===== config.mk =====
export PLATFORM = sky130hd
export DESIGN_NAME = tdc_lane
export DESIGN_NICKNAME = d
export VERILOG_FILES = /design/src/hw/rtl/tdc_pkg.sv /design/src/hw/rtl/tdc_lane.sv
export SDC_FILE = /design/constraint.sdc
export NUM_CORES = 1
export LEC_CHECK = 0
export ABC_AREA = 1
export BUFFER_PORTS_ARGS = -buffer_cell sky130_fd_sc_hd__clkbuf_2
export CORE_UTILIZATION = 70
export CTS_BUF_LIST = sky130_fd_sc_hd__clkbuf_4 sky130_fd_sc_hd__clkbuf_8
export DETAILED_ROUTE_END_ITERATION = 8
export MAX_ROUTING_LAYER = met4
export PLACE_DENSITY = 0.88
export SYNTH_ARGS = -nofsm -noshare
export SYNTH_HDL_FRONTEND = slang
export SYNTH_SLANG_ARGS = --single-unit
export TNS_END_PERCENT = 1

===== constraint.sdc =====
create_clock -name clk -period 13.8 [get_ports clk]
set_input_delay 3.45 -clock clk [delete_from_list [all_inputs] [get_ports clk]]
set_output_delay 3.45 -clock clk [all_outputs]
set_load 0.05 [all_outputs]

===== src/hw/rtl/tdc_pkg.sv =====
package tdc_pkg;

	localparam int PAD_COUNT     = 4;
	localparam int PAD_SLOTS     = 4;
	localparam int SAMPLE_W      = 16;
	localparam int THR_W         = 17;
	localparam int THR_FRAC      = 16;
	localparam int TIME_W        = 32;
	localparam int PULSE_W       = 32;
	localparam int COST_W        = 32;
	localparam int TARGET_W      = 32;
	localparam int VOL_W         = 48;
	localparam int PROD_W        = PULSE_W + COST_W;
	localparam int INTERVAL_W    = 16;
	localparam int DECADE_W      = 4;
	localparam int VOLUME_PERIOD = 10;
	localparam int CFG_INDEX_W   = 3;
	localparam int CFG_DATA_W    = 32;

	localparam logic [TIME_W-1:0] MAX_RUN_MS = TIME_W'(600000);

	localparam int FIFO_DEPTH = 4;
	localparam int FIFO_AW    = $clog2(FIFO_DEPTH);
	localparam int FIFO_CW    = $clog2(FIFO_DEPTH + 1);

	typedef enum logic [CFG_INDEX_W-1:0] {
		REG_BY_TIME_MODE,
		REG_SAMPLE_INTERVAL,
		REG_TOUCH_THRESHOLD,
		REG_IMPULSE_COST,
		REG_TARGET_ONE,
		REG_TARGET_TWO,
		REG_TARGET_THREE
	} cfg_reg_t;

	typedef struct packed {
		logic                by_time_mode;
		logic [TARGET_W-1:0] target_one;
		logic [TARGET_W-1:0] target_two;
		logic [TARGET_W-1:0] target_three;
	} drive_cfg_t;

	typedef struct packed {
		logic [TIME_W-1:0]    time_now;
		logic [PAD_SLOTS-1:0] touched;
		logic [VOL_W-1:0]     volume;
	} drive_item_t;

	typedef struct packed {
		logic                 drive_on;
		logic [PAD_SLOTS-1:0] touch_flags;
		logic [VOL_W-1:0]     volume;
	} result_t;

endpackage


===== src/hw/rtl/tdc_lane.sv =====
module tdc_lane (
	input  logic                         clk,
	input  logic                         arst_n,
	input  logic                         take,
	input  logic                         eval,
	input  logic [tdc_pkg::SAMPLE_W-1:0] sample,
	input  logic [tdc_pkg::THR_W-1:0]    threshold,
	output logic                         hit
);
	import tdc_pkg::*;

	localparam int BOUND_W = THR_W + SAMPLE_W;

	logic [SAMPLE_W-1:0] prev_q;
	logic [BOUND_W-1:0]  bound_s1;
	logic [SAMPLE_W-1:0] sample_s1;

	// reload the kept sample on every evaluating request
	always_ff @(posedge clk or negedge arst_n) begin
		if (!arst_n) begin
			prev_q <= '0;
		end else if (take && eval) begin
			prev_q <= sample;
		end
	end

	always_ff @(posedge clk) begin
		if (take) begin
			bound_s1  <= BOUND_W'(threshold) * BOUND_W'(prev_q);
			sample_s1 <= sample;
		end
	end

	assign hit = BOUND_W'({sample_s1, {THR_FRAC{1'b0}}}) < bound_s1;
endmodule


==> results.ini <==
[run_status]
status = finished, final reports clean

[clock_tree]
insertion_delay_ns = 0.36
cts_made_buffers = 9
ctsResizeCount = 0
clk_path_buf_depth = 2
root_buffer = clkbuf_8
cts_hold_buf = 0
cts_tree = done
post-cts-setup-buffers = 0
htreeDepth = 3
cts_sinks = 65
clk_pin_slew_ns = 0.08

[route]
first_iter_violations = 632
wl_per_cell_um = 16.8
drt-total-wl_um = 30100
vias = 9728
drc = 0
postRouteAntennaNets = 0
dr.pass1.iters = 5
avgViaCountPerCell = 5.43

[grt]
grt_antenna_before_repair = 0
grt_pass1_wl_um = 49000
grt_util_met1 = 0.444
grt_pass1_vias = 10318
grt.total_usage = 0.369
gr-total-overflow = 0
grt_max_degree = 51
top_usage_layer = met2
gr-usage-met3 = 0.0576
gr-usage-met2 = 0.607

[final_layout]
utilization = 0.743
final_common_cell = nand2_1
drive_gt1_frac = 0.0638
syn_to_final_growth_pct = 3.50
nets = 1928
final_cell_mix = 469 x nand2_1, 460 x inv_1, 208 x fa_1, 121 x ha_1, 52 x nor2_1
diodes = 0

[synthesis]
syn_nets = 1946
yosys_warnings = 0
syn-cell-area_um2 = 12500
syn_avg_cell_area_um2 = 7.88
synth.area.top_cells = fa_1 33%, nand2_1 14%, inv_1 14%
synth_cells = 1580
synth_top_area_frac = 0.334
ys_types = 27
ys_ff_latch = 65
yosysTopAreaCell = fa_1
seq_area_frac_synth = 0.150

[critical_path]
cp-end-kind = flop
cp_max_fo = 16
cp.arrival_ns = 8.61
crit_type = primary input to flop
max_stage_delay_ns = 0.57
worstPathRequired_ns = 13.91
slowest_stage = fa_1
startpoint_type = primary input
crit_family = adder cells
worstPathCellList = clkbuf_2 -> nand2_1 -> fa_1 -> inv_1 -> fa_1 -> inv_1 -> fa_1 -> inv_1 -> fa_1 -> fa_1 -> inv_1 -> fa_1 -> inv_1 -> ha_1 -> nand2_2 -> inv_1 -> nand2_1 -> nor3_2 -> nand3_1 -> nand4_1 -> nand2_1
critPathBufInv = 7

[timing]
fin_skew_ns = 0.0120
grt_setup_unrepaired = no
slew_headroom = 0.368
timing.fmax_ghz = 0.118
period_share = 0.616
final.setup.tns_ns = 0
final_hold_viol_count = 0
tightestPinTransition_ns = 0.948
drv_slew = 0
period_minus_slack_ns = 8.50
setup_viol = 0

[die]
die-area_um2 = 18300
row_count = 48
core_area_um2 = 17400
die_h_um = 135
die_w_um = 135
io_pins = 38
initial_utilization = 0.718

[worst_hold_path]
hp-class = flop to flop

[placement]
gp_congestion = 0.993
dp_hpwl_um = 24000
io_buffers = 37

[job]
drv_cap = 0

-- state kept, by name, summed over array words and instances (netlist names) --
signal	count
bound_s1	33
sample_s1	16
prev_q	16
-- worst reg2reg max path, cell delays in order, from the launching register on --
cell and delay (ns):
dfrtp_1 0.94, nand2_1 0.19, fa_1 0.57, inv_1 0.05
fa_1 0.50, inv_1 0.06, fa_1 0.53, inv_1 0.05
fa_1 0.46, fa_1 0.50, inv_1 0.05, fa_1 0.47
inv_1 0.05, ha_1 0.38, nand2_2 0.10, inv_1 0.08
nand2_1 0.13, nor3_2 0.21, nand3_1 0.19, nand4_1 0.13
nand2_1 0.06
-- through the flow --
step | hold WS [ns] | std cells | instance area (um^2) | setup WS (ns)
floorplan | 0.745 | 1580 | 12500 | 5.34
global placement | 1.05 | 1776 | 12700 | 5.07
detailed placement | 1.08 | 1776 | 12700 | 5.01
CTS | 1.09 | 1792 | 12900 | 5.38
global route | 1.13 | 1792 | 12900 | 5.03
finish | 1.11 | 1792 | 12900 | 5.30
-- cell type report --
cell class,instances,area [um^2]
Clock inverter,6,82.6
Tap cell,225,282
Timing Repair Buffer,38,193
Clock buffer,10,131
Inverter,463,1740
Fill cell,1281,4460
Multi-Input combinational cell,985,8590
Sequential cell,65,1870
-- routing by layer --
layer | part of all wire | vias to the layer above
met5 | 0 | -
met4 | 0.046 | 0
met3 | 0.085 | 111
met2 | 0.50 | 456
met1 | 0.37 | 4688
li1 | - | 4473
-- cell families after synthesis --
logic type,Yosys count,synth area share
AOI/OAI and AO/OA,35,0.0159
xor gates and xnor gates,18,0.0127
adders and majority gates,329,0.456
buffers and inverters,530,0.160
DFF,65,0.150
muxes,16,0.0145
and+or+nand+nor,587,0.191
-- cell usage after synthesis (all sizes together) --
master and instances:
a21o 1, a21oi 25, and2 2, buf 1
clkbuf 66, dfrtp 16, edfxtp 49, fa 208
ha 121, inv 463, mux2 16, nand2 481
nand3 31, nand4 9, nor2 57, nor3 7
o21ai 4, o21bai 5, xnor2 2, xor2 16
-- final timing paths --
| path | startpoint | endpoint | slack (ns) | cells after the start |
|---|---|---|---|---|
| max in group asynchronous | arst_n | prev_q[2] | 10.48 | 1 |
| min reg2reg | prev_q[13] | prev_q[13] | 1.11 | 1 |
| max reg2reg | prev_q[7] | bound_s1[26] | 7.86 | 20 |
| min | prev_q[13] | prev_q[13] | 1.11 | 1 |
| max | threshold[7] | bound_s1[26] | 5.30 | 21 |
| min in group asynchronous | arst_n | prev_q[9] | 3.01 | 1 |
Power is not shown: default switching activity piles up to over one toggle a cycle in this logic, so the estimate is an artifact.
