**src/hw/rtl/tdc_pkg.sv**
```systemverilog
package tdc_pkg;

	localparam int PAD_COUNT     = 4;
	localparam int PAD_SLOTS     = 4;
	localparam int SAMPLE_W      = 16;
	localparam int THR_W         = 17;
	localparam int THR_FRAC      = 16;
	localparam int TIME_W        = 32;
	localparam int PULSE_W       = 32;
	localparam int COST_W        = 32;
	localparam int TARGET_W      = 32;
	localparam int VOL_W         = 48;
	localparam int PROD_W        = PULSE_W + COST_W;
	localparam int INTERVAL_W    = 16;
	localparam int DECADE_W      = 4;
	localparam int VOLUME_PERIOD = 10;
	localparam int CFG_INDEX_W   = 3;
	localparam int CFG_DATA_W    = 32;

	localparam logic [TIME_W-1:0] MAX_RUN_MS = TIME_W'(600000);

	localparam int FIFO_DEPTH = 4;
	localparam int FIFO_AW    = $clog2(FIFO_DEPTH);
	localparam int FIFO_CW    = $clog2(FIFO_DEPTH + 1);

	typedef enum logic [CFG_INDEX_W-1:0] {
		REG_BY_TIME_MODE,
		REG_SAMPLE_INTERVAL,
		REG_TOUCH_THRESHOLD,
		REG_IMPULSE_COST,
		REG_TARGET_ONE,
		REG_TARGET_TWO,
		REG_TARGET_THREE
	} cfg_reg_t;

	typedef struct packed {
		logic                by_time_mode;
		logic [TARGET_W-1:0] target_one;
		logic [TARGET_W-1:0] target_two;
		logic [TARGET_W-1:0] target_three;
	} drive_cfg_t;

	typedef struct packed {
		logic [TIME_W-1:0]    time_now;
		logic [PAD_SLOTS-1:0] touched;
		logic [VOL_W-1:0]     volume;
	} drive_item_t;

	typedef struct packed {
		logic                 drive_on;
		logic [PAD_SLOTS-1:0] touch_flags;
		logic [VOL_W-1:0]     volume;
	} result_t;

endpackage

```
**src/hw/rtl/tdc_drive.sv**
```systemverilog
module tdc_drive (
	input  logic                 clk,
	input  logic                 arst_n,
	input  logic                 item_valid,
	input  tdc_pkg::drive_item_t item,
	input  tdc_pkg::drive_cfg_t  cfg,
	output logic                 res_valid,
	output tdc_pkg::result_t     res
);
	import tdc_pkg::*;

	logic                drive_q;
	logic [TARGET_W-1:0] target_q;
	logic [TIME_W-1:0]   start_time_q;
	logic [VOL_W-1:0]    start_vol_q;

	logic                start;
	logic [TARGET_W-1:0] start_target;
	logic                running;
	logic                stop;
	logic [TIME_W-1:0]   elapsed;
	logic [VOL_W-1:0]    vol_diff;
	logic                limit_hit;

	// lowest-numbered touched start pad wins
	always_comb begin
		start        = 1'b0;
		start_target = cfg.target_three;
		if (!drive_q) begin
			if (item.touched[1]) begin
				start        = 1'b1;
				start_target = cfg.target_one;
			end else if (item.touched[2]) begin
				start        = 1'b1;
				start_target = cfg.target_two;
			end else if (item.touched[3]) begin
				start        = 1'b1;
			end
		end
	end

	assign running  = drive_q || start;
	assign stop     = item.touched[0] && running;
	assign elapsed  = item.time_now - start_time_q;
	assign vol_diff = item.volume - start_vol_q;

	always_comb begin
		if (cfg.by_time_mode) begin
			limit_hit = elapsed > target_q;
		end else begin
			limit_hit = (item.volume > start_vol_q) &&
				(vol_diff > VOL_W'(target_q));
		end
		if (elapsed > MAX_RUN_MS) begin
			limit_hit = 1'b1;
		end
	end

	always_ff @(posedge clk or negedge arst_n) begin
		if (!arst_n) begin
			drive_q      <= 1'b0;
			target_q     <= '0;
			start_time_q <= '0;
			start_vol_q  <= '0;
		end else if (item_valid) begin
			if (stop) begin
				if (cfg.by_time_mode) begin
					target_q <= '0;
				end else if (start) begin
					target_q <= start_target;
				end
				start_time_q <= item.time_now;
				start_vol_q  <= item.volume;
				drive_q      <= 1'b0;
			end else if (start) begin
				// a fresh run has zero elapsed time and volume, so no limit applies yet
				target_q     <= start_target;
				start_time_q <= item.time_now;
				start_vol_q  <= item.volume;
				drive_q      <= 1'b1;
			end else if (drive_q && limit_hit) begin
				drive_q <= 1'b0;
			end
		end
	end

	assign res_valid       = item_valid;
	assign res.drive_on    = running && !stop;
	assign res.touch_flags = item.touched;
	assign res.volume      = item.volume;

	a_stop_drops_drive: assert property (@(posedge clk) disable iff (!arst_n)
		item_valid && stop |=> !drive_q)
		else $error("drive still on after stop pad");

	a_start_holds_drive: assert property (@(posedge clk) disable iff (!arst_n)
		item_valid && !drive_q && res.drive_on |=> drive_q && start_time_q == $past(item.time_now))
		else $error("started run not recorded");
endmodule

```
**config.mk**
```make
export PLATFORM = sky130hd
export DESIGN_NAME = tdc_drive
export DESIGN_NICKNAME = d
export VERILOG_FILES = /design/src/hw/rtl/tdc_pkg.sv /design/src/hw/rtl/tdc_drive.sv
export SDC_FILE = /design/constraint.sdc
export NUM_CORES = 1
export LEC_CHECK = 0
export BUFFER_PORTS_ARGS = -buffer_cell sky130_fd_sc_hd__buf_2
export CAP_MARGIN = 20
export CORE_UTILIZATION = 50
export CTS_BUF_LIST = sky130_fd_sc_hd__clkbuf_8
export CTS_CLUSTER_DIAMETER = 80
export CTS_CLUSTER_SIZE = 10
export DETAILED_ROUTE_END_ITERATION = 10
export MAX_ROUTING_LAYER = met4
export PLACE_DENSITY = 0.82
export REMOVE_ABC_BUFFERS = 1
export SLEW_MARGIN = 20
export SYNTH_ARGS = -nofsm -noshare
export SYNTH_HDL_FRONTEND = slang
export SYNTH_SLANG_ARGS = --single-unit
```
**constraint.sdc**
```tcl
create_clock -name clk -period 12.16 [get_ports clk]
set_clock_uncertainty 0.2 [all_clocks]
set_input_delay 1.216 -clock clk [delete_from_list [all_inputs] [get_ports clk]]
set_output_delay 1.216 -clock clk [all_outputs]
set_load 0.005 [all_outputs]
```
==> load_flow_metrics.sql <==
INSERT INTO impl_metrics (metric_group, metric, value, unit) VALUES
('finish', 'layout.filler_cells', '2080', ''),
('finish', 'final-instance-count-excl-fill', '1832', ''),
('floorplanning', 'chipHeight', '155', 'um'),
('synth', 'synth.most_common_cell', 'sky130_fd_sc_hd__ha_1', ''),
('floorplanning', 'design.die.area', '23900', 'um^2'),
('global_route', 'total_grt_usage', '0.269', ''),
('worst_setup_path', 'timing.critical_path.slowest_stage_cell', 'sky130_fd_sc_hd__o41ai_1', ''),
('sta', 'worst_slew_pin_slew', '1050', 'ps'),
('sta', 'max_slew_margin', '0.303', ''),
('place', 'placement.setup.worst_slack', '5740', 'ps'),
('drt', 'via_per_inst', '5.73', ''),
('worst_setup_path', 'worst-path-buf-inv', '1', ''),
('drt', 'drt_pass1_iterations', '5', ''),
('worst_setup_path', 'cp_data_required_time', '12340', 'ps'),
('hold_path', 'hold_class', 'flip-flop to flip-flop', ''),
('floorplanning', 'core_region_area', '22700', 'um^2'),
('global_route', 'grt_util_met2', '0.439', ''),
('finish', 'antenna_diode_count', '0', ''),
('place', 'gp_congestion', '0.947', ''),
('worst_setup_path', 'maximum_fanout_along_the_worst_path', '6', ''),
('synth', 'synth_area_leader_cell', 'sky130_fd_sc_hd__dfrtp_1', ''),
('clock_network', 'htree_levels', '4', ''),
('place', 'placement.io_buffers', '237', ''),
('global_route', 'overflow', '0', ''),
('power', 'post-layout-total-power', '1.95', 'mW'),
('place', 'dpl_cell_area', '12500', 'um^2'),
('finish', 'postLayoutCoreUtil', '0.569', ''),
('sta', 'max_freq', '164', 'MHz'),
('sta', 'maxSlewViolCount', '0', ''),
('hold_path', 'hold_path_startpoint', 'target_q[31]', ''),
('floorplanning', 'floorplan.rows', '55', ''),
('worst_setup_path', 'worstSetupPathType', 'input port to flip-flop', ''),
('synth', 'yosys_warnings', '0', ''),
('synth', 'synthCells', '1372', ''),
('global_route', 'initial_antenna_violation_count', '0', ''),
('sta', 'setup_slack', '6070', 'ps'),
('sta', 'finalCritPeriodShare', '0.501', ''),
('synth', 'synth.avg_cell_area', '8.48', 'um^2'),
('job', 'drv.max_cap_violation_count', '0', ''),
('worst_setup_path', 'end_kind', 'flip-flop', ''),
('synth', 'synth_enable_flop_cells', '0', ''),
('worst_setup_path', 'worst_path_largest_cell_delay', '520', 'ps'),
('global_route', 'grt_busiest_layer', 'met2', ''),
('floorplanning', 'chipWidth', '155', 'um'),
('global_route', 'first_pass_grt_wire_length', '49900', 'um'),
('status', 'run_status', 'completed', ''),
('synth', 'dominantRegCellSynth', 'sky130_fd_sc_hd__dfrtp_1', ''),
('worst_setup_path', 'worstSetupStartpoint', 'item[4]', ''),
('worst_setup_path', 'r2r_setup_slack', '6570', 'ps'),
('synth', 'netlist_top_cells_count', 'sky130_fd_sc_hd__ha_1 (143), sky130_fd_sc_hd__inv_1 (128), sky130_fd_sc_hd__a21oi_1 (119)', ''),
('place', 'detailed_place_hpwl', '25100', 'um'),
('finish', 'fin_nets', '1863', ''),
('clock_network', 'postCtsHoldBufs', '0', ''),
('clock_network', 'cts_root_buf', 'sky130_fd_sc_hd__clkbuf_8', ''),
('sta', 'rsz0062_at_grt', 'false', ''),
('synth', 'synth_seq_cells', '113', ''),
('sta', 'worst_hold_slack', '287', 'ps'),
('sta', 'period_needed', '6090', 'ps'),
('sta', 'timing.setup.tns', '0', 'ps'),
('worst_setup_path', 'path_cells', 'buf_2, ha_1, and2_4, a311oi_2, nand2_1, a21o_1, a21oi_1, o21a_1, o21bai_1, a21oi_1, xnor2_1, ha_1, nand4_1, nand2b_1, a31oi_1, o41ai_1, a22oi_1, a211o_1, a2111oi_2, nand4_1, or4_1, a2bb2oi_2', ''),
('finish', 'seqCellArea', '2830', 'um^2'),
('sta', 'timing.final.setup_violations', '0', ''),
('place', 'total_instance_count_after_detailed_placement', '1800', ''),
('clock_network', 'later_pin_clock_latency_in_the_skew_report', '460', 'ps'),
('finish', 'share_of_post_route_cells_with_drive_strength_above_1', '0.246', ''),
('drt', 'totalWireLength', '31000', 'um'),
('drt', 'drt-initial-drc-count', '471', ''),
('global_route', 'met1_track_usage_gr', '0.343', ''),
('synth', 'share_of_synthesized_area_occupied_by_flip_flops_and_latches', '0.243', ''),
('power', 'leakagePower', '6.37', 'nW'),
('clock_network', 'post_cts.repair.setup_buffers', '0', '');
-- state kept, by name, indices dropped and copies added, names as in the netlist --
| name | count |
|---|---|
| drive_q | 1 |
| start_time_q | 32 |
| start_vol_q | 48 |
| target_q | 32 |
-- cells in the final DEF (no fill, tap or decap), types with 4 or more instances in the layout --
| master | instances |
|---|---|
| sky130_fd_sc_hd__buf_4 | 4 |
| sky130_fd_sc_hd__o21ai_0 | 85 |
| sky130_fd_sc_hd__nand4_1 | 30 |
| sky130_fd_sc_hd__clkbuf_8 | 17 |
| sky130_fd_sc_hd__o31ai_1 | 5 |
| sky130_fd_sc_hd__clkinvlp_4 | 4 |
| sky130_fd_sc_hd__clkinv_4 | 4 |
| sky130_fd_sc_hd__a21oi_1 | 119 |
| sky130_fd_sc_hd__ha_1 | 143 |
| sky130_fd_sc_hd__mux2_2 | 77 |
| sky130_fd_sc_hd__o211ai_1 | 8 |
| sky130_fd_sc_hd__o21a_1 | 16 |
| sky130_fd_sc_hd__nor4_1 | 8 |
| sky130_fd_sc_hd__nor3_1 | 15 |
| sky130_fd_sc_hd__mux2i_1 | 33 |
| sky130_fd_sc_hd__o21bai_1 | 15 |
| sky130_fd_sc_hd__dfrtp_1 | 113 |
| sky130_fd_sc_hd__xnor2_1 | 41 |
| sky130_fd_sc_hd__nor2b_1 | 9 |
| sky130_fd_sc_hd__nand2b_1 | 13 |
| sky130_fd_sc_hd__xor2_1 | 28 |
| sky130_fd_sc_hd__a211o_1 | 5 |
| sky130_fd_sc_hd__and3_1 | 9 |
| sky130_fd_sc_hd__buf_2 | 236 |
| sky130_fd_sc_hd__a31oi_1 | 21 |
| sky130_fd_sc_hd__or3_1 | 5 |
| sky130_fd_sc_hd__a21o_1 | 46 |
| sky130_fd_sc_hd__a211oi_1 | 9 |
| sky130_fd_sc_hd__nand2_1 | 105 |
| sky130_fd_sc_hd__a2111oi_0 | 4 |
| sky130_fd_sc_hd__inv_1 | 130 |
| sky130_fd_sc_hd__nor2_1 | 86 |
| sky130_fd_sc_hd__and2_1 | 5 |
| sky130_fd_sc_hd__nand3_1 | 22 |
-- final timing paths --
kind / end / cells after the start
max: drive_q / 22
min: target_q[31] / 2
max reg2reg: drive_q / 22
min reg2reg: target_q[31] / 2
max in group asynchronous: target_q[10] / 2
min in group asynchronous: start_vol_q[43] / 1
-- cell type report --
cell class              count  share of cell area
multi-input cells        1033               0.592
clock inverters            15              0.0114
clock buffers              17              0.0181
inverters                 128              0.0372
flip-flops and latches    113               0.219
repair buffers            241              0.0946
well taps                 285              0.0276
-- tightest hold or removal path: cells and delay by family (launching register included) --
| kind | cells | cell delay, ps |
|---|---|---|
| flip-flops | 1 | 350 |
| AND/OR/NAND/NOR | 1 | 50 |
| AO/OA/AOI/OAI | 1 | 60 |
-- metal layers --
metal  up-vias  routed length, um
li1       5180                  -
met1      4956              14300
met2       302              14700
met3        60               1260
met4         0                782
met5         -                  0
-- report_power, final --
part           switching [mW]  total [mW]  internal, mW
sequential             0.0336       0.475         0.442
combinational           0.640        1.12         0.483
clock                   0.174       0.354         0.180
total                   0.848        1.95          1.10
-- cells by family after synthesis --
group,Yosys count,share of synthesized area
AO/OA/AOI/OAI,377,0.208
AND/OR/NAND/NOR,332,0.138
buffers and inverters,226,0.0985
adder cells (fa/ha/maj),145,0.157
flip-flops,113,0.243
multiplexers,110,0.103
XOR/XNOR,69,0.0520
No activity file was read; power rests on OpenSTA's default activity.
