==> src/hw/rtl/tdc_pkg.sv <==
package tdc_pkg;

	localparam int PAD_COUNT     = 4;
	localparam int PAD_SLOTS     = 4;
	localparam int SAMPLE_W      = 16;
	localparam int THR_W         = 17;
	localparam int THR_FRAC      = 16;
	localparam int TIME_W        = 32;
	localparam int PULSE_W       = 32;
	localparam int COST_W        = 32;
	localparam int TARGET_W      = 32;
	localparam int VOL_W         = 48;
	localparam int PROD_W        = PULSE_W + COST_W;
	localparam int INTERVAL_W    = 16;
	localparam int DECADE_W      = 4;
	localparam int VOLUME_PERIOD = 10;
	localparam int CFG_INDEX_W   = 3;
	localparam int CFG_DATA_W    = 32;

	localparam logic [TIME_W-1:0] MAX_RUN_MS = TIME_W'(600000);

	localparam int FIFO_DEPTH = 4;
	localparam int FIFO_AW    = $clog2(FIFO_DEPTH);
	localparam int FIFO_CW    = $clog2(FIFO_DEPTH + 1);

	typedef enum logic [CFG_INDEX_W-1:0] {
		REG_BY_TIME_MODE,
		REG_SAMPLE_INTERVAL,
		REG_TOUCH_THRESHOLD,
		REG_IMPULSE_COST,
		REG_TARGET_ONE,
		REG_TARGET_TWO,
		REG_TARGET_THREE
	} cfg_reg_t;

	typedef struct packed {
		logic                by_time_mode;
		logic [TARGET_W-1:0] target_one;
		logic [TARGET_W-1:0] target_two;
		logic [TARGET_W-1:0] target_three;
	} drive_cfg_t;

	typedef struct packed {
		logic [TIME_W-1:0]    time_now;
		logic [PAD_SLOTS-1:0] touched;
		logic [VOL_W-1:0]     volume;
	} drive_item_t;

	typedef struct packed {
		logic                 drive_on;
		logic [PAD_SLOTS-1:0] touch_flags;
		logic [VOL_W-1:0]     volume;
	} result_t;

endpackage

==> src/hw/rtl/tdc_fifo.sv <==
module tdc_fifo (
	input  logic             clk,
	input  logic             arst_n,
	input  logic             push,
	input  tdc_pkg::result_t push_data,
	output logic             pop_valid,
	input  logic             pop_ready,
	output tdc_pkg::result_t pop_data
);
	import tdc_pkg::*;

	result_t              mem_q [FIFO_DEPTH];
	logic [FIFO_AW-1:0]   wr_ptr_q;
	logic [FIFO_AW-1:0]   rd_ptr_q;
	logic [FIFO_CW-1:0]   count_q;
	logic                 pop;

	assign pop       = pop_valid && pop_ready;
	assign pop_valid = count_q != '0;
	assign pop_data  = mem_q[rd_ptr_q];

	always_ff @(posedge clk) begin
		if (push) begin
			mem_q[wr_ptr_q] <= push_data;
		end
	end

	always_ff @(posedge clk or negedge arst_n) begin
		if (!arst_n) begin
			wr_ptr_q <= '0;
			rd_ptr_q <= '0;
			count_q  <= '0;
		end else begin
			if (push) begin
				wr_ptr_q <= wr_ptr_q + 1'b1;
			end
			if (pop) begin
				rd_ptr_q <= rd_ptr_q + 1'b1;
			end
			count_q <= count_q + FIFO_CW'(push) - FIFO_CW'(pop);
		end
	end

	a_no_overflow: assert property (@(posedge clk) disable iff (!arst_n)
		!(push && !pop && count_q == FIFO_CW'(FIFO_DEPTH)))
		else $error("result queue overflow");

	a_pop_advances: assert property (@(posedge clk) disable iff (!arst_n)
		pop && !push |=> count_q == $past(count_q) - 1'b1)
		else $error("result queue count lost a pop");
endmodule

==> config.mk <==
export PLATFORM = sky130hd
export DESIGN_NAME = tdc_fifo
export DESIGN_NICKNAME = d
export VERILOG_FILES = /design/src/hw/rtl/tdc_pkg.sv /design/src/hw/rtl/tdc_fifo.sv
export SDC_FILE = /design/constraint.sdc
export NUM_CORES = 1
export LEC_CHECK = 0
export BUFFER_PORTS_ARGS = -buffer_cell sky130_fd_sc_hd__buf_4
export CAP_MARGIN = 20
export CORE_MARGIN = 3
export CORE_UTILIZATION = 57
export DETAILED_ROUTE_END_ITERATION = 12
export GPL_ROUTABILITY_DRIVEN = 0
export PLACE_DENSITY = 0.79
export SLEW_MARGIN = 20
export SYNTH_ARGS = -nofsm -noshare
export SYNTH_HDL_FRONTEND = slang
export SYNTH_SLANG_ARGS = --single-unit
==> constraint.sdc <==
create_clock -name clk -period 3.24 [get_ports clk]
set_input_delay 0 -clock clk [delete_from_list [all_inputs] [get_ports clk]]
set_output_delay 0 -clock clk [all_outputs]
set_load 0.005 [all_outputs]
==> impl_metrics.env, run 1 <==
export IMPL_final_common_cell="edfxtp_1"
export IMPL_timing_final_crit_period_ns=2.35
export IMPL_place_ws_ns=1.22
export IMPL_slew_viol_final=0
export IMPL_switching_share_pct=26.1
export IMPL_multiInputGateArea_mm2=0.00141
export IMPL_routed_wl_mm=14.3
export IMPL_cts_tree="done"
export IMPL_seq_power_share_pct=46.5
export IMPL_p_total_mw=8.68
export IMPL_final_util_pct=76.2
export IMPL_dr_wl_met3_um=909
export IMPL_p_per_area_mw_per_mm2=841
export IMPL_clkSinkCount=219
export IMPL_cp_data_arrival_time_ns=2.35
export IMPL_synth_top_family_by_area="multiplexers"
export IMPL_cts_max_level=1
export IMPL_dr_wl_met2_mm=7.23
export IMPL_drc_errors=0
export IMPL_place_hpwl_mm=8.24
export IMPL_clk_root_buffer_cell="clkbuf_16"
export IMPL_fmax_mhz=425
export IMPL_area_growth_pct=27.3
export IMPL_dieArea_mm2=0.0157
export IMPL_fin_cells=686
export IMPL_path_common_cell="buf_4"
export IMPL_wl_per_cell_um=20.9
export IMPL_nNetsFinal=560
export IMPL_drtIter0Drc=315
export IMPL_die_y_um=125
export IMPL_fin_skew_ns=0.00318
export IMPL_slowest_stage="dfrtp_2"
export IMPL_n_fill_cell=736
export IMPL_synth_fa_ha_area_share_pct=1.17
export IMPL_cp_start_kind="flop"
export IMPL_yosysUniqueCellTypes=18
export IMPL_peakVddDrop_mv=0.585
export IMPL_register_area_mm2=0.00655
export IMPL_cp_slowest_stage_delay_ns=1.00
export IMPL_routedLengthMet1_mm=5.87
export IMPL_synthesis_nets=375
export IMPL_viasPerCell=5.58
export IMPL_pin_count=111
export IMPL_path_max_fanout=37
export IMPL_synth_mux_area_share_pct=14.9
export IMPL_switching_power_mw=2.27
export IMPL_yosysSeqAreaShare_pct=80.6
export IMPL_worstPathRequired_ns=3.24
export IMPL_final_layout_size_suffix_gt1_share_pct=38.4
export IMPL_rows=42
export IMPL_avgSynthCellArea_um2=26.1
export IMPL_grt_pass1_vias=4144
export IMPL_clockBufferDepth=3
export IMPL_period_share_pct=72.5
export IMPL_routed_top_layer="met4"
export IMPL_critical_path_cell_chain="buf_4, mux4_2, buf_4"
export IMPL_syn_inst=311
export IMPL_diodes=0
export IMPL_p_int_mw=6.41
export IMPL_hold_violations=0
export IMPL_synthXorXnorAreaFrac_pct=0.540
export IMPL_synth_seq_cells=219
export IMPL_clock_latency_ns=0.48
export IMPL_crit_family="flip-flops"
export IMPL_dr_pass1_iters=4
export IMPL_status="completed"
export IMPL_power_frac_clock_pct=25.2
export IMPL_path_class="reg -> out"
export IMPL_grt_antenna_before_repair=0
export IMPL_hold_class="in -> reg"
export IMPL_cts_setup_buffers=0
export IMPL_tightest_slew_ns=0.967
export IMPL_yosysWarnings=0
export IMPL_vias=3831
export IMPL_layout_cell_area_non_filler_mm2=0.0103
export IMPL_placed_cells=592
export IMPL_synthSimpleGateAreaFrac_pct=0.432
export IMPL_placed_area_mm2=0.00914
export IMPL_final_setup_viol_count=0
export IMPL_overflow=0
export IMPL_synth_compound_area_share_pct=0.278
export IMPL_synth_area_mm2=0.00811
export IMPL_worst_path_buf_inv=2
export IMPL_port_buffers=110
export IMPL_slew_headroom_pct=35.5
export IMPL_worst_slack_ns=0.890
export IMPL_rsz0062_at_grt="false"
export IMPL_grt_max_degree=38
export IMPL_maxCapViolCount=0
export IMPL_dieWidth_um=125
export IMPL_p_leak_nw=3.63
export IMPL_timing_setup_tns_ns=0
export IMPL_comb_power_share_pct=28.3
export IMPL_hold_ws_ns=0.268
export IMPL_grt_pass1_wl_mm=23.0
export IMPL_start_util_pct=59.8
export IMPL_end_kind="output pin"
export IMPL_path_clk_slew_ns=0.06
export IMPL_track_usage_pct=18.8
export IMPL_numCtsBuffers=21
export IMPL_core_area_mm2=0.0136
export IMPL_ant_nets=0
export IMPL_final_cell_mix="edfxtp_1, buf_4, dlygate4sd3_1, mux4_2, clkbuf_16"
==> cell usage after synthesis <==
| cell type | instances | area, µm² |
|---|---|---|
| nand2_1 | 1 | 3.75 |
| or3_1 | 1 | 6.26 |
| o311ai_0 | 1 | 8.76 |
| ha_1 | 6 | 75.1 |
| buf_6 | 1 | 11.3 |
| inv_1 | 6 | 22.5 |
| xnor2_1 | 3 | 26.3 |
| fa_1 | 1 | 20.0 |
| edfxtp_1 | 212 | 6370 |
| mux4_1 | 5 | 131 |
| and2_1 | 4 | 25.0 |
| xor2_1 | 2 | 17.5 |
| dfrtp_1 | 7 | 175 |
| buf_2 | 6 | 30.0 |
| o31a_1 | 1 | 8.76 |
| mux4_2 | 48 | 1080 |
| buf_12 | 5 | 100 |
| o21ai_0 | 1 | 5.00 |
==> layout make-up <==
class                           instances  share of cell area, %
Sequential cell                       219                   63.4
Timing Repair Buffer                  174                   14.6
Multi-Input combinational cell         74                   13.7
Clock buffer                           25                   5.23
Tap cell                              176                   2.13
Clock inverter                         12                  0.727
Inverter                                6                  0.218
==> repair_timing <==
action,4_1_cts,5_1_grt
hold endpoints to repair,224,0
hold buffers,57,0
resized for setup,0,0
==> sequential cells by signal, summed over array words and instances (netlist names) <==
signal / flops
mem_q: 212
count_q: 3
rd_ptr_q: 2
wr_ptr_q: 2
==> power by group through the flow <==
| stage | combinational, mW | clock, mW | sequential [mW] |
|---|---|---|---|
| 6_report | 2.45 | 2.19 | 4.04 |
| 2_1_floorplan | 1.58 | 0 | 3.87 |
| 5_1_grt | 2.64 | 2.33 | 4.11 |
| 4_1_cts | 2.50 | 2.23 | 4.05 |
| 3_3_place_gp | 2.41 | 0 | 4.06 |
| 3_5_place_dp | 2.43 | 0 | 4.10 |
==> layer usage <==
layer	track usage [%]	up-vias
li1	-	1696
met1	26.2	1967
met2	30.9	137
met3	3.58	31
met4	5.80	0
met5	0	-
==> path summary, 6_finish.rpt <==
path / start / endpoint / slack [ns] / depth (start not counted)
min in group asynchronous: arst_n / count_q[1]$_DFF_PN0_ / 0.49 / 3
setup / recovery: rd_ptr_q[1]$_DFFE_PN0P_ / pop_data[25] / 0.89 / 3
hold reg to reg: wr_ptr_q[0]$_DFFE_PN0P_ / wr_ptr_q[0]$_DFFE_PN0P_ / 0.56 / 1
max in group asynchronous: arst_n / rd_ptr_q[0]$_DFFE_PN0P_ / 2.48 / 3
setup reg to reg: count_q[1]$_DFF_PN0_ / count_q[2]$_DFF_PN0_ / 1.22 / 7
hold / removal: push_data[36] / mem_q[2][36]$_DFFE_PP_ / 0.27 / 2
==> logic make-up after synthesis <==
| logic type | Yosys count |
|---|---|
| DFF | 219 |
| xor gates and xnor gates | 5 |
| adders and majority gates | 7 |
| muxes | 53 |
| buffers and inverters | 18 |
| and+or+nand+nor | 6 |
| AOI/OAI and AO/OA | 3 |
(Power assumes the default switching activity.)
==> inputs of run 2 (changes only) <==
ABC_AREA = 1   (was unset)
clock period = 2.36 ns   (was 3.24 ns; I/O delays follow)
==> run 2 against run 1 <==
Effect of this change:
- setup slack got worse by 0.65 ns
- routed wire length rose by 29%
- combinational power up 94%
- via count is 50% higher
- utilization fell by 1.6 points
- largest power group unchanged
- hold slack got worse by 0.023 ns
- die area increased by 7.6%
- global-route usage is 3.3 points higher
- power increased by 52%
- clock skew increased by 0.0035 ns
==> impl_metrics.env, run 2 <==
export IMPL_wl_per_cell_um=17.0
export IMPL_whs_path_depth=2
export IMPL_fmax_mhz=471
export IMPL_post_cts_resize_count=0
export IMPL_synthesis_nets=787
export IMPL_p_leak_nw=4.48
export IMPL_synth_seq_cells=219
export IMPL_async_flop_share_pct=3.20
export IMPL_rsz0062_at_grt="false"
export IMPL_seq_power_share_pct=40.2
export IMPL_track_usage_pct=22.1
export IMPL_synth_area_mm2=0.00876
export IMPL_period_share_pct=90.0
export IMPL_area_growth_pct=26.1
export IMPL_viasPerCell=5.27
export IMPL_reg_largest_list="mem_q x212, count_q x3"
export IMPL_final_layout_size_suffix_gt1_share_pct=17.2
export IMPL_die_y_um=130
export IMPL_rr_worst_depth=11
export IMPL_top_register="mem_q"
export IMPL_overflow=0
export IMPL_cp_start_kind="flop"
export IMPL_end_kind="output pin"
export IMPL_cts_tree="done"
export IMPL_rows=44
export IMPL_clkSinkCount=219
export IMPL_clockBufferDepth=3
export IMPL_timing_final_crit_period_ns=2.12
export IMPL_yosys_top_cells_count="edfxtp_1, nand2_1, nor2_1"
export IMPL_comb_power_share_pct=36.1
export IMPL_yosysSeqAreaShare_pct=74.7
export IMPL_dr_pass1_iters=5
export IMPL_path_clk_slew_ns=0.06
export IMPL_nNetsFinal=956
export IMPL_start_util_pct=59.1
export IMPL_numCtsBuffers=22
export IMPL_path_max_fanout=38
export IMPL_hold_class="in -> reg"
export IMPL_dieArea_mm2=0.0169
export IMPL_hold_violations=0
export IMPL_slowest_stage="clkinv_2"
export IMPL_worstPathRequired_ns=2.36
export IMPL_ys_flop_type="edfxtp_1"
export IMPL_dieWidth_um=130
export IMPL_cp_slowest_stage_delay_ns=0.42
export IMPL_cts_setup_buffers=0
export IMPL_p_per_area_mw_per_mm2=1190
export IMPL_power_frac_clock_pct=23.8
export IMPL_ant_nets=0
export IMPL_switching_share_pct=33.1
export IMPL_slew_headroom_pct=52.9
export IMPL_cts_max_level=1
export IMPL_place_hpwl_mm=10.5
export IMPL_port_buffers=110
export IMPL_pin_count=111
export IMPL_grt_antenna_before_repair=0
export IMPL_final_common_cell="edfxtp_1"
export IMPL_routed_wl_mm=18.5
export IMPL_vias=5749
export IMPL_diodes=0
export IMPL_peakVddDrop_mv=0.895
export IMPL_synth_area_leaders="edfxtp_1, nand2_1, nor2_1, o21ai_0, inv_1"
export IMPL_largest_reg_flops=212
export IMPL_drtIter0Drc=503
export IMPL_synth_most_common_cell="edfxtp_1"
export IMPL_clk_root_buffer_cell="clkbuf_16"
export IMPL_grt_pass1_wl_mm=29.2
export IMPL_p_int_mw=8.82
export IMPL_yosysTopAreaCell="edfxtp_1"
export IMPL_syn_inst=723
export IMPL_slew_viol_final=0
export IMPL_final_cell_mix="edfxtp_1, nand2_1, buf_4, nor2_1, o21ai_0"
export IMPL_core_area_mm2=0.0148
export IMPL_avgSynthCellArea_um2=12.1
export IMPL_drc_errors=0
export IMPL_p_total_mw=13.2
export IMPL_critical_path_cell_chain="clkinv_2, buf_12, nor2_1, o21ai_0, nand2_1, buf_4"
export IMPL_maxCapViolCount=0
export IMPL_yosysWarnings=0
export IMPL_hold_buffers=57
export IMPL_yosysUniqueCellTypes=18
export IMPL_fin_skew_ns=0.00671
export IMPL_synth_top_area_share_pct=72.7
export IMPL_timing_setup_tns_ns=0
export IMPL_final_setup_viol_count=0
export IMPL_clock_latency_ns=0.49
export IMPL_tightest_slew_ns=0.706
export IMPL_grt_max_degree=162
export IMPL_switching_power_mw=4.36
export IMPL_grt_pass1_vias=6043
export IMPL_path_class="reg -> out"
export IMPL_synth_edf_count=212
export IMPL_cp_data_arrival_time_ns=2.12
export IMPL_status="completed"
run 2: changes by cell type after synthesis, moves of 3 or more:
cell / before / now
mux4_1: 5 / 0
o21ai_0: 1 / 63
o21ai_1: 0 / 44
buf_6: 1 / 10
clkbuf_1: 0 / 9
nand2_1: 1 / 175
inv_1: 6 / 66
buf_2: 6 / 12
and2_1: 4 / 0
buf_12: 5 / 0
mux4_2: 48 / 0
nor2_1: 0 / 107
clkbuf_2: 0 / 3
run 2: area by class of cell:
type / count / area, µm²
timing repair buffer: 180 / 1640
tap: 184 / 230
sequential: 219 / 6550
clock buffer: 30 / 602
fill: 938 / 3770
multi-input combinational: 401 / 1730
inverter: 68 / 256
clock inverter: 9 / 37.5
run 2: power groups by stage:
stage,Combinational (mW),Sequential (mW),Clock (mW)
after global placement,4.48,5.33,0
after global routing,5.32,5.35,3.34
after detailed placement,4.65,5.37,0
after CTS,4.77,5.29,3.18
after floorplan,2.67,5.34,0
final,4.75,5.29,3.13
run 2: final timing paths:
check | start | to | slack [ns]
max in group asynchronous | arst_n | rd_ptr_q[0]$_DFFE_PN0P_ | 1.63
min | push_data[51] | mem_q[2][51]$_DFFE_PP_ | 0.24
max | rd_ptr_q[1]$_DFFE_PN0P_ | pop_data[30] | 0.24
max reg2reg | count_q[1]$_DFF_PN0_ | count_q[2]$_DFF_PN0_ | 0.29
min reg2reg | rd_ptr_q[1]$_DFFE_PN0P_ | rd_ptr_q[1]$_DFFE_PN0P_ | 0.53
min in group asynchronous | arst_n | rd_ptr_q[1]$_DFFE_PN0P_ | 0.46
run 2: logic make-up (layout without fill, tap and decap cells):
family                   after synthesis  count (layout)  synth area share [%]
XOR/XNOR                               3               3                 0.300
flip-flops                           219             219                  74.7
AO/OA/AOI/OAI                        107             107                  6.11
adder cells (fa/ha/maj)                7               7                  1.09
AND/OR/NAND/NOR                      284             284                  12.2
buffers and inverters                103             287                  5.61
run 2: through the flow:
step	utilization (%)	instances	instance area, µm²	worst slack [ns]	hold WS (ns)
floorplan	-	723	8760	0.242	-0.296
global placement	66.4	995	9830	0.386	-0.185
detailed placement	66.4	995	9830	0.294	-0.181
CTS	74.6	1091	11000	0.205	0.224
global route	74.6	1091	11000	0.00670	0.233
finish	74.6	1091	11000	0.237	0.245
run 2: per-layer routing:
metal	vias up	part of all wire (%)	track usage (%)	routed length [µm]
li1	2755	-	-	-
met3	25	6.0	4.30	1110
met1	2776	40	27.1	7490
met5	-	0	0	0
met4	0	1.4	5.68	255
met2	193	52	40.3	9650
run 2: critical path: cells and delay by family (launching register included):
family | cells | cell delay, ns
buf+inv | 3 | 0.88
flops | 1 | 0.37
simple gates | 2 | 0.23
compound gates | 1 | 0.13
